**src/hw/rtl/arm_pkg.sv**
```systemverilog
// Shared types, constants and the microcode program of the address range map table.
package arm_pkg;

   // Table geometry.
   localparam int ENTRIES = 16;
   localparam int IDX_W   = (ENTRIES > 1) ? $clog2(ENTRIES) : 1;
   localparam int CNT_W   = $clog2(ENTRIES + 1);

   // Reset values of the mapping window.
   localparam logic [31:0] WINDOW_LOW_RESET  = 32'h6000_0000;
   localparam logic [31:0] WINDOW_HIGH_RESET = 32'h8000_0000;

   // Page rounding.
   localparam logic [31:0] PAGE_MASK = 32'd4095;

   // Request kinds.
   localparam logic [1:0] MODE_MAP    = 2'd0;
   localparam logic [1:0] MODE_UNMAP  = 2'd1;
   localparam logic [1:0] MODE_LOOKUP = 2'd2;

   // Result status codes.
   localparam logic [2:0] ST_OK        = 3'd0;
   localparam logic [2:0] ST_BAD_REQ   = 3'd1;
   localparam logic [2:0] ST_FULL      = 3'd2;
   localparam logic [2:0] ST_WINDOW    = 3'd3;
   localparam logic [2:0] ST_UNALIGNED = 3'd4;
   localparam logic [2:0] ST_OVERLAP   = 3'd5;
   localparam logic [2:0] ST_NOT_FOUND = 3'd6;

   // Configuration register indexes.
   localparam logic REG_WINDOW_LOW  = 1'b0;
   localparam logic REG_WINDOW_HIGH = 1'b1;

   // Microcode step addresses.
   typedef logic [1:0] step_type;
   localparam step_type STEP_IDLE   = 2'd0;
   localparam step_type STEP_SCAN   = 2'd1;
   localparam step_type STEP_WAIT   = 2'd2;
   localparam step_type STEP_COMMIT = 2'd3;

   // Jump conditions: when the condition holds the sequencer jumps to the target,
   // otherwise it falls through to the next step.
   typedef enum logic [1:0] {
      COND_NO_REQ,
      COND_SCAN_MORE,
      COND_OUT_BUSY,
      COND_ALWAYS
   } cond_type;

   // One control word of the program.
   typedef struct packed {
      logic     ready;
      logic     scan;
      logic     commit;
      cond_type cond;
      step_type target;
   } ctl_word_type;

   // Datapath status that the sequencer branches on.
   typedef struct packed {
      logic req_valid;
      logic scan_last;
      logic out_busy;
   } seq_flags_type;

   // The program: wait for a request, scan every entry, wait for a free output
   // register, then commit the result and any table update.
   function automatic ctl_word_type ucode_rom(step_type step);
      ctl_word_type w;
      w = '0;
      unique case (step)
         STEP_IDLE: begin
            w.ready  = 1'b1;
            w.cond   = COND_NO_REQ;
            w.target = STEP_IDLE;
         end
         STEP_SCAN: begin
            w.scan   = 1'b1;
            w.cond   = COND_SCAN_MORE;
            w.target = STEP_SCAN;
         end
         STEP_WAIT: begin
            w.cond   = COND_OUT_BUSY;
            w.target = STEP_WAIT;
         end
         STEP_COMMIT: begin
            w.commit = 1'b1;
            w.cond   = COND_ALWAYS;
            w.target = STEP_IDLE;
         end
         default: begin
            w.cond   = COND_ALWAYS;
            w.target = STEP_IDLE;
         end
      endcase
      return w;
   endfunction

endpackage

```
**src/hw/rtl/address_range_map_table.sv**
```systemverilog
// Top level of the address range map table: handshakes, window registers, sequencer and datapath.
//
// Usage: a request transaction (req_mode, req_request_addr, req_request_length,
// req_fixed_request) is accepted on req_valid with req_stall low. Map places a
// region in the lowest free slot, unmap frees the region starting at the
// address, and lookup tells whether the address lies in a mapped region.
// Every request yields exactly one response transaction on the rsp_ channel.
// Sequence: a request is accepted in the idle step, the table is then scanned
// one entry per cycle, followed by the wait step, which holds while the output
// register is full, and the commit step, which loads the response. A new request
// is taken only back in the idle step, after the previous one has been committed.
// The entry scan reads the table through its single read port, one entry at a time.
// Stall: the response sits in an output register; a new request may be
// accepted while it waits, but that request holds in the wait step until the
// previous response is taken.
// Reset clears all valid bits and the entry count and loads the window
// registers with their defaults. The user must write the window registers through the
// csr_ port only while the block is idle; the block itself does not enforce this.
module address_range_map_table (
   input  logic        clock,
   input  logic        reset,
   // Request channel.
   input  logic        req_valid,
   output logic        req_stall,
   input  logic [1:0]  req_mode,
   input  logic [31:0] req_request_addr,
   input  logic [30:0] req_request_length,
   input  logic        req_fixed_request,
   // Response channel.
   output logic        rsp_valid,
   input  logic        rsp_stall,
   output logic [2:0]  rsp_status,
   output logic [31:0] rsp_result_addr,
   output logic [19:0] rsp_page_count,
   output logic [4:0]  rsp_entry_count,
   // Configuration port.
   input  logic        csr_psel,
   input  logic        csr_penable,
   input  logic        csr_pwrite,
   input  logic [2:0]  csr_paddr,
   input  logic [31:0] csr_pwdata,
   output logic [31:0] csr_prdata,
   output logic        csr_pready
);

   arm_pkg::ctl_word_type  ctl;
   arm_pkg::seq_flags_type flags;
   logic                   req_accept;
   logic                   scan_last;
   logic                   out_busy;
   logic [31:0]            window_low_ff;
   logic [31:0]            window_high_ff;
   logic                   csr_write;

   // Configuration registers.
   assign csr_pready = 1'b1;
   assign csr_write  = csr_psel && csr_penable && csr_pwrite;

   always_ff @(posedge clock) begin
      if (reset) begin
         window_low_ff  <= arm_pkg::WINDOW_LOW_RESET;
         window_high_ff <= arm_pkg::WINDOW_HIGH_RESET;
      end else if (csr_write) begin
         if (csr_paddr[2] == arm_pkg::REG_WINDOW_LOW) begin
            window_low_ff <= csr_pwdata;
         end else begin
            window_high_ff <= csr_pwdata;
         end
      end
   end

   assign csr_prdata = (csr_paddr[2] == arm_pkg::REG_WINDOW_HIGH) ? window_high_ff
                                                                  : window_low_ff;

   // Requests are taken only in the idle step of the program.
   assign req_stall  = !ctl.ready;
   assign req_accept = req_valid && ctl.ready;

   assign flags.req_valid = req_valid;
   assign flags.scan_last = scan_last;
   assign flags.out_busy  = out_busy;

   arm_seq u_seq (
      .clock (clock),
      .reset (reset),
      .flags (flags),
      .ctl   (ctl)
   );

   arm_dp u_dp (
      .clock              (clock),
      .reset              (reset),
      .ctl                (ctl),
      .req_accept         (req_accept),
      .req_mode           (req_mode),
      .req_request_addr   (req_request_addr),
      .req_request_length (req_request_length),
      .req_fixed_request  (req_fixed_request),
      .window_low         (window_low_ff),
      .window_high        (window_high_ff),
      .rsp_stall          (rsp_stall),
      .scan_last          (scan_last),
      .out_busy           (out_busy),
      .rsp_valid          (rsp_valid),
      .rsp_status         (rsp_status),
      .rsp_result_addr    (rsp_result_addr),
      .rsp_page_count     (rsp_page_count),
      .rsp_entry_count    (rsp_entry_count)
   );

endmodule

```
**src/hw/rtl/arm_seq.sv**
```systemverilog
// Microcode sequencer: step counter, program table and conditional jumps.
module arm_seq (
   input  logic                   clock,
   input  logic                   reset,
   input  arm_pkg::seq_flags_type flags,
   output arm_pkg::ctl_word_type  ctl
);

   arm_pkg::step_type pc_ff;
   arm_pkg::step_type pc_in;
   logic              take_jump;

   // Fetch the control word of the current step.
   assign ctl = arm_pkg::ucode_rom(pc_ff);

   // Evaluate the jump condition of this step.
   always_comb begin
      unique case (ctl.cond)
         arm_pkg::COND_NO_REQ:    take_jump = !flags.req_valid;
         arm_pkg::COND_SCAN_MORE: take_jump = !flags.scan_last;
         arm_pkg::COND_OUT_BUSY:  take_jump = flags.out_busy;
         arm_pkg::COND_ALWAYS:    take_jump = 1'b1;
         default:                 take_jump = 1'b1;
      endcase
      pc_in = take_jump ? ctl.target : pc_ff + 2'd1;
   end

   // Step counter.
   always_ff @(posedge clock) begin
      if (reset) begin
         pc_ff <= arm_pkg::STEP_IDLE;
      end else begin
         pc_ff <= pc_in;
      end
   end

endmodule

```
**src/hw/rtl/arm_dp.sv**
```systemverilog
// Datapath: region table, entry scan, status decision and the result register.
module arm_dp (
   input  logic                   clock,
   input  logic                   reset,
   input  arm_pkg::ctl_word_type  ctl,
   input  logic                   req_accept,
   input  logic [1:0]             req_mode,
   input  logic [31:0]            req_request_addr,
   input  logic [30:0]            req_request_length,
   input  logic                   req_fixed_request,
   input  logic [31:0]            window_low,
   input  logic [31:0]            window_high,
   input  logic                   rsp_stall,
   output logic                   scan_last,
   output logic                   out_busy,
   output logic                   rsp_valid,
   output logic [2:0]             rsp_status,
   output logic [31:0]            rsp_result_addr,
   output logic [19:0]            rsp_page_count,
   output logic [4:0]             rsp_entry_count
);

   localparam int IDX_W = arm_pkg::IDX_W;
   localparam int CNT_W = arm_pkg::CNT_W;
   localparam int NENT  = arm_pkg::ENTRIES;

   // Region table; entry contents count only while the entry's valid bit is set.
   logic [31:0]      region_start_ff  [NENT];
   logic [30:0]      region_length_ff [NENT];
   logic [NENT-1:0]  region_valid_ff;
   logic [CNT_W-1:0] valid_count_ff;

   // Captured transaction.
   logic [1:0]       mode_ff;
   logic [31:0]      addr_ff;
   logic [30:0]      len_ff;
   logic             fixed_ff;
   logic [32:0]      new_end_ff;
   logic [19:0]      pages_ff;
   logic [31:0]      len_round;

   // Scan state.
   logic [IDX_W-1:0] idx_ff;
   logic             free_found_ff;
   logic [IDX_W-1:0] free_idx_ff;
   logic             match_found_ff;
   logic [IDX_W-1:0] match_idx_ff;
   logic             overlap_ff;
   logic             contain_ff;

   // Result register.
   logic             rsp_valid_ff;
   logic [2:0]       rsp_status_ff;
   logic [31:0]      rsp_result_addr_ff;
   logic [19:0]      rsp_page_count_ff;
   logic [4:0]       rsp_entry_count_ff;

   // Per-entry compare of the scan.
   logic [31:0]      rd_start;
   logic [32:0]      rd_end;
   logic             rd_valid;
   logic             below_end;
   logic             ent_overlap;
   logic             ent_contain;
   logic             ent_match;

   // Decision.
   logic [2:0]       status;
   logic             do_map;
   logic             do_unmap;

   assign len_round = {1'b0, req_request_length} + arm_pkg::PAGE_MASK;

   // Compare the request against the entry under the scan index.
   always_comb begin
      rd_start    = region_start_ff[idx_ff];
      rd_end      = {1'b0, rd_start} + {2'b00, region_length_ff[idx_ff]};
      rd_valid    = region_valid_ff[idx_ff];
      below_end   = {1'b0, addr_ff} < rd_end;
      ent_overlap = rd_valid && below_end && ({1'b0, rd_start} < new_end_ff);
      ent_contain = rd_valid && below_end && (addr_ff >= rd_start);
      ent_match   = rd_valid && (rd_start == addr_ff);
   end

   assign scan_last = (idx_ff == IDX_W'(NENT - 1));

   // Map checks go in priority order; unmap and lookup use the scan summary.
   always_comb begin
      do_map   = 1'b0;
      do_unmap = 1'b0;
      unique case (mode_ff)
         arm_pkg::MODE_MAP: begin
            priority if (len_ff == '0 || !fixed_ff) begin
               status = arm_pkg::ST_BAD_REQ;
            end else if (!free_found_ff) begin
               status = arm_pkg::ST_FULL;
            end else if (addr_ff > window_high || addr_ff < window_low) begin
               status = arm_pkg::ST_WINDOW;
            end else if (addr_ff[11:0] != 12'd0) begin
               status = arm_pkg::ST_UNALIGNED;
            end else if (overlap_ff) begin
               status = arm_pkg::ST_OVERLAP;
            end else begin
               status = arm_pkg::ST_OK;
               do_map = 1'b1;
            end
         end
         arm_pkg::MODE_UNMAP: begin
            status   = match_found_ff ? arm_pkg::ST_OK : arm_pkg::ST_NOT_FOUND;
            do_unmap = match_found_ff;
         end
         arm_pkg::MODE_LOOKUP: begin
            status = contain_ff ? arm_pkg::ST_OK : arm_pkg::ST_NOT_FOUND;
         end
         default: begin
            status = arm_pkg::ST_NOT_FOUND;
         end
      endcase
   end

   // Request capture and the entry scan.
   always_ff @(posedge clock) begin
      if (reset) begin
         idx_ff         <= '0;
         free_found_ff  <= 1'b0;
         match_found_ff <= 1'b0;
         overlap_ff     <= 1'b0;
         contain_ff     <= 1'b0;
      end else if (req_accept) begin
         idx_ff         <= '0;
         free_found_ff  <= 1'b0;
         match_found_ff <= 1'b0;
         overlap_ff     <= 1'b0;
         contain_ff     <= 1'b0;
      end else if (ctl.scan) begin
         idx_ff <= idx_ff + 1'b1;
         if (!rd_valid && !free_found_ff) begin
            free_found_ff <= 1'b1;
         end
         if (ent_match && !match_found_ff) begin
            match_found_ff <= 1'b1;
         end
         overlap_ff <= overlap_ff | ent_overlap;
         contain_ff <= contain_ff | ent_contain;
      end
   end

   // Payload of the captured transaction and the scan indexes.
   always_ff @(posedge clock) begin
      if (req_accept) begin
         mode_ff    <= req_mode;
         addr_ff    <= req_request_addr;
         len_ff     <= req_request_length;
         fixed_ff   <= req_fixed_request;
         new_end_ff <= {1'b0, req_request_addr} + {2'b00, req_request_length};
         pages_ff   <= len_round[31:12];
      end
      if (ctl.scan) begin
         if (!rd_valid && !free_found_ff) begin
            free_idx_ff <= idx_ff;
         end
         if (ent_match && !match_found_ff) begin
            match_idx_ff <= idx_ff;
         end
      end
   end

   // Table contents are written only on a successful map.
   always_ff @(posedge clock) begin
      if (ctl.commit && do_map) begin
         region_start_ff[free_idx_ff]  <= addr_ff;
         region_length_ff[free_idx_ff] <= len_ff;
      end
   end

   // Valid bits and the entry count.
   always_ff @(posedge clock) begin
      if (reset) begin
         region_valid_ff <= '0;
         valid_count_ff  <= '0;
      end else if (ctl.commit) begin
         if (do_map) begin
            region_valid_ff[free_idx_ff] <= 1'b1;
            valid_count_ff               <= valid_count_ff + 1'b1;
         end else if (do_unmap) begin
            region_valid_ff[match_idx_ff] <= 1'b0;
            valid_count_ff                <= valid_count_ff - 1'b1;
         end
      end
   end

   // Result register: loaded at commit, freed when the transaction is taken.
   always_ff @(posedge clock) begin
      if (reset) begin
         rsp_valid_ff <= 1'b0;
      end else if (ctl.commit) begin
         rsp_valid_ff <= 1'b1;
      end else if (rsp_valid_ff && !rsp_stall) begin
         rsp_valid_ff <= 1'b0;
      end
   end

   always_ff @(posedge clock) begin
      if (ctl.commit) begin
         rsp_status_ff <= status;
         if (mode_ff == arm_pkg::MODE_MAP) begin
            rsp_result_addr_ff <= do_map ? addr_ff : '1;
         end else begin
            rsp_result_addr_ff <= '0;
         end
         rsp_page_count_ff <= do_map ? pages_ff : '0;
         if (do_map) begin
            rsp_entry_count_ff <= 5'(valid_count_ff + 1'b1);
         end else if (do_unmap) begin
            rsp_entry_count_ff <= 5'(valid_count_ff - 1'b1);
         end else begin
            rsp_entry_count_ff <= 5'(valid_count_ff);
         end
      end
   end

   assign out_busy        = rsp_valid_ff && rsp_stall;
   assign rsp_valid       = rsp_valid_ff;
   assign rsp_status      = rsp_status_ff;
   assign rsp_result_addr = rsp_result_addr_ff;
   assign rsp_page_count  = rsp_page_count_ff;
   assign rsp_entry_count = rsp_entry_count_ff;

endmodule
```
**config.mk**
```make
export PLATFORM = sky130hd
export DESIGN_NAME = address_range_map_table
export DESIGN_NICKNAME = d
export VERILOG_FILES = /design/src/hw/rtl/arm_pkg.sv /design/src/hw/rtl/address_range_map_table.sv /design/src/hw/rtl/arm_seq.sv /design/src/hw/rtl/arm_dp.sv
export SDC_FILE = /design/constraint.sdc
export NUM_CORES = 2
export LEC_CHECK = 0
export ABC_AREA = 1
export BUFFER_PORTS_ARGS = -buffer_cell sky130_fd_sc_hd__clkbuf_2
export CAP_MARGIN = 20
export CORE_UTILIZATION = 55
export CTS_CLUSTER_SIZE = 10
export DETAILED_ROUTE_END_ITERATION = 10
export PLACE_DENSITY = 0.82
export SLEW_MARGIN = 25
export SYNTH_ARGS = -nofsm -noshare
export SYNTH_HDL_FRONTEND = slang
export SYNTH_SLANG_ARGS = --single-unit
```
**constraint.sdc**
```tcl
create_clock -name clock -period 8.7 [get_ports clock]
set_input_delay 1.305 -clock clock [delete_from_list [all_inputs] [get_ports clock]]
set_output_delay 1.305 -clock clock [all_outputs]
set_load 0.1 [all_outputs]
```
-- Word level (Yosys, flattened, before mapping)
Memory sizes are Yosys's and may differ from the RTL's. A register that Yosys moved wholly into a read port is not among the register bits.
Cells that the tools add are included.
Widths: inputs -> output; s select.
- add/sub/neg operators: 7
- $mul: 0
- div/mod/pow operators: 0
- magnitude comparators: 10
- eq/ne operators: 10
- shift operators: 0
- multiplexer cells: 41
- bitwise logic cells: 6
- reductions and logical operators: 37
- operator list (operator ; number):
    $add 32x31->33 ; 2
    $lt 32x33->1 ; 2
    $mux 32 ; 2
    $add 31x12->32 const B ; 1
    $eq 32x32->1 ; 1
    $ge 32x32->1 ; 1
    $gt 32x32->1 ; 1
    $lt 32x32->1 ; 1
    $mux 16 ; 2
    $logic_not 31->1 ; 1
    $mux 3 ; 7
    $mux 1 ; 17
    $and 16x16->16 ; 1
    $mux 4 ; 4
    $not 16->16 ; 1
    $or 16x16->16 ; 1
    $pmux 4 s4 ; 1
    $lt 4x5->1 const B ; 3
    $logic_and 1x1->1 ; 14
    $reduce_bool 12->1 ; 1
    $eq 2x2->1 const B ; 5
    $mux 5 ; 2
    $reduce_and 2->1 ; 5
    $pmux 3 s3 ; 1
    other kinds (18) ; 34
- bits in registers: 283
- latch bits: 0
- memory bits (writable): 1008
- memory bits (read-only): 0
- input bits: 108
- output and inout bits: 95
- logic and storage cells: 136
- memories kept: 2
- memory list (memory ; words ; width ; rd ports ; clocked after Yosys merged registers in ; wr ports ; line ; source):
    u_dp.region_start_ff ; 16 ; 32 ; 1 ; 1 ; 1 ; arm_dp.sv:28 ; logic [31:0] region_start_ff [NENT];
    u_dp.region_length_ff ; 16 ; 31 ; 1 ; 1 ; 1 ; arm_dp.sv:29 ; logic [30:0] region_length_ff [NENT];

-- Longest topological paths before layout
- depth in word-level cells: 9
- depth in mapped cells: 36
- depth with buffers taken out: 34

-- Hierarchy
From an unflattened synthesis, not the netlist that was laid out.
- cells, all modules: 5092
- area total of the unflattened synthesis: 58004.4 um2
- by module, submodules not included (module ; times used ; cells an instance ; area each (um2) ; seq. area each (um2)):
    arm_dp ; 1 ; 4569 ; 54688.7 ; 36565.1
    address_range_map_table ; 1 ; 491 ; 3083.0 ; 1281.2
    arm_seq ; 1 ; 32 ; 232.7 ; 40.0

-- Least setup slack after synthesis
OpenSTA, ideal clock, no wires.
- path type: register to register
- start point: register u_seq.pc_ff[0]
- end point: memory u_dp.region_length_ff[1][0] (enable)
- setup time: 0.639 ns
- data arrival time: 8.399 ns
- required time: 8.061 ns
- slack: -0.338 ns
- cell stages (with the launch flop): 5
- buffers on the path: 1
- period minus slack after synthesis: 9.038 ns
- path through: dfxtp_1 ha_1 nand2_1 clkbuf_1 nor4_1
- RTL lines (what ; line ; source):
    from (decl) ; arm_seq.sv:9 ; arm_pkg::step_type pc_ff;
    from (signal assigned) ; arm_seq.sv:31 ; pc_ff <= arm_pkg::STEP_IDLE;
    from (signal assigned) ; arm_seq.sv:33 ; pc_ff <= pc_in;
    to (decl) ; arm_dp.sv:29 ;

==> out/qor.yml <==
leakagePower_nw: 22.87
dp.cells: 6262
finalCritPeriodShare_pct: 73.69
yosysTopAreaCell: "edfxtp_1"
dieWidth_um: 324.1
io_pins: 203
whs_path_depth: 2
ir_drop_mv: 0.2376
setup_tns_ns: 0
finalNetCount: 5384
drv_cap: 0
synth_fp_nets: 5207
worstPathArrival_ns: 7.09
synth_top_area_share_pct: 62.89
synthToLayoutAreaGrowth_pct: 11.54
yosysSeqAreaShare_pct: 66.39
avgRoutedWirePerCell_um: 24.86
fin_cells: 6462
ctsResizeCount: 0
dieHeight_um: 324.1
power_density_nw_per_um2: 263.6
drv_slew: 0
hpwl_mm: 92.49
cpMostUsedCell: "nand2_1"
worstSetupEndpointType: "register"
final_cell_mix: "1195 x edfxtp_1, 731 x nor2_1, 678 x o21ai_0"
syn_area_um2: 57060
min_period_ns: 6.411
cp_max_fo: 78
dieArea_um2: 105000
hold_path_class: "register to register"
first_global_vias: 40114
vias_per_cell: 6.351
layout_commonest_cell: "edfxtp_1"
ff_latch_area_um2: 37900
routed_wl_mm: 160.6
hold_buffers: 0
insertion_delay_ns: 0.76
grt_overflow: 0
status: "complete, no violations"
grt_pass1_wl_mm: 237.5
synthTopCellsByArea: "edfxtp_1 63%, o21ai_0 5.9%, ha_1 5.0%"
cts_tree: "built"
synth_seq_cells: 1295
relSlewSlack_pct: 15.26
drt_iter0_drc: 5651
start_util_pct: 55.77
grt_max_degree: 211
nFillCells: 7376
critical_path.startpoint_type: "register"
cts_buffer_depth: 3
antenna_found_initial: 6
drive_gt1_share_pct: 9.837
async_reset_ff_share_pct: 0
clkSinkCount: 1295
critical_path_class: "register to register"
worstMarginPinSlew_ns: 1.271
post_cts_buffers: 0
track_usage_pct: 30.54
num_vias: 41039
rsz0062_at_grt: "false"
coreArea_um2: 102300
finalClockSkew_ns: 0.03384
drt_pass1_iterations: 6
setup_violations: 0
multi_input_area_um2: 17000
syn_inst: 4869
netlist-cell-type-count: 60
synth_edf_count: 1195
r2r.worst_path.cells: 30
total_power_mw: 16.78
critPathSlowestCell: "dfxtp_4"
final_core_util_pct: 62.20
synthFlopType: "edfxtp_1"
hold_viol: 0
yosysWarnings: 0
finalWeightedCongestion: 0.9508
htree_levels: 4
syn_area_per_cell_um2: 11.72
clkTransAtPathRegs_ns: 0.06
fp-row-count: 117
io_buffers: 199
drtAntennaViolNets: 0
required_ns: 9.38
slowest_delay_ns: 0.77
route.detailed.drc: 0
max_freq_mhz: 156.0
root_buffer: "clkbuf_16"
cts-buffers-inserted: 149
-- synth_stat cells, types with 7 or more instances --
master	count
nor2_1	733
ha_1	228
xnor2_1	29
o221ai_1	190
nand3_1	124
buf_2	38
a21oi_1	249
buf_1	7
o21a_1	8
nand2_1	407
o211ai_1	67
a21o_1	9
nor4_1	12
edfxtp_1	1195
a31oi_1	12
nor3_1	29
nand4_1	33
xor2_1	53
o22ai_1	61
inv_1	324
clkbuf_1	201
o21ai_0	678
dfxtp_1	100
-- per-stage QoR --
stage               hold WS, ns  setup WS (ns)  instance area (um^2)
floorplan                0.4256        -0.3385                 57060
global placement         0.4597          2.511                 59500
detailed placement       0.4617          2.402                 59500
CTS                      0.4702          2.357                 63610
global route             0.4958          1.847                 63640
finish                   0.4716          2.289                 63650
-- cell families (layout without fill, tap and decap cells) --
family,Yosys count,in the layout,synth area share [%]
adder cells (fa/ha/maj),230,230,5.069
other,1,2,0.006572
AO/OA/AOI/OAI,1306,1306,13.41
XOR/XNOR,82,82,1.259
buffers and inverters,582,806,3.951
AND/OR/NAND/NOR,1373,1373,9.911
flip-flops,1295,1295,66.39
-- where the power goes --
group | internal (mW) | switching, mW | leakage [nW]
Combinational | 1.08 | 2.66 | 9.24
Clock | 3.18 | 2.33 | 2.00
Sequential | 7.25 | 0.285 | 11.6
-- final timing paths --
path,startpoint,endpoint,slack [ns]
min,u_dp.rsp_valid$_SDFFE_PP0P_,u_dp.rsp_valid$_SDFFE_PP0P_,0.47
max reg2reg,register,u_dp.contain_ff$_SDFFE_PP0P_,2.29
max,register,u_dp.contain_ff$_SDFFE_PP0P_,2.29
min reg2reg,u_dp.rsp_valid$_SDFFE_PP0P_,u_dp.rsp_valid$_SDFFE_PP0P_,0.47
-- per-layer routing --
metal,GRT usage (%),wire length [um],vias to the layer above
met5,0,55,-
met4,15.44,7808,8
met3,8.322,21740,463
met2,46.66,71970,2812
met1,40.24,59050,19692
li1,-,-,18064
-- sequential cells by signal, summed over array words and instances (netlist names), 2 cells and up, named ones only --
signal                 flops
u_dp.rsp_result_addr      32
u_dp.rsp_page_count       20
u_dp.len_ff               31
u_dp.match_idx_ff          4
u_dp.rsp_entry_count       5
u_dp.rsp_status            3
window_high_ff            32
u_seq.pc_ff                2
window_low_ff             32
u_dp.region_start_ff     512
u_dp.valid_count_ff        5
u_dp.idx_ff                4
u_dp.free_idx_ff           4
u_dp.pages_ff             20
u_dp.mode_ff               2
u_dp.new_end_ff           33
u_dp.region_length_ff    496
u_dp.addr_ff              32
u_dp.region_valid_ff      16
-- critical path, delay by kind of cell (launching register included) --
| kind | cells | cell delay, ns |
|---|---|---|
| fa+ha+maj | 2 | 0.63 |
| buf+inv | 3 | 1.48 |
| simple gates | 13 | 1.14 |
| flops | 1 | 0.77 |
| compound gates | 11 | 2.06 |
| xor+xnor | 1 | 0.17 |
-- final cells by class --
cell class / count / area share, %
diodes: 1 / 0.003932
clock buffers: 186 / 6.192
clock inverters: 12 / 0.2615
inverters: 331 / 1.997
multi-input cells: 2992 / 26.72
flip-flops and latches: 1295 / 59.55
well taps: 1368 / 2.689
repair buffers: 277 / 2.591
Note: power is estimated with default switching activity, not from simulation.
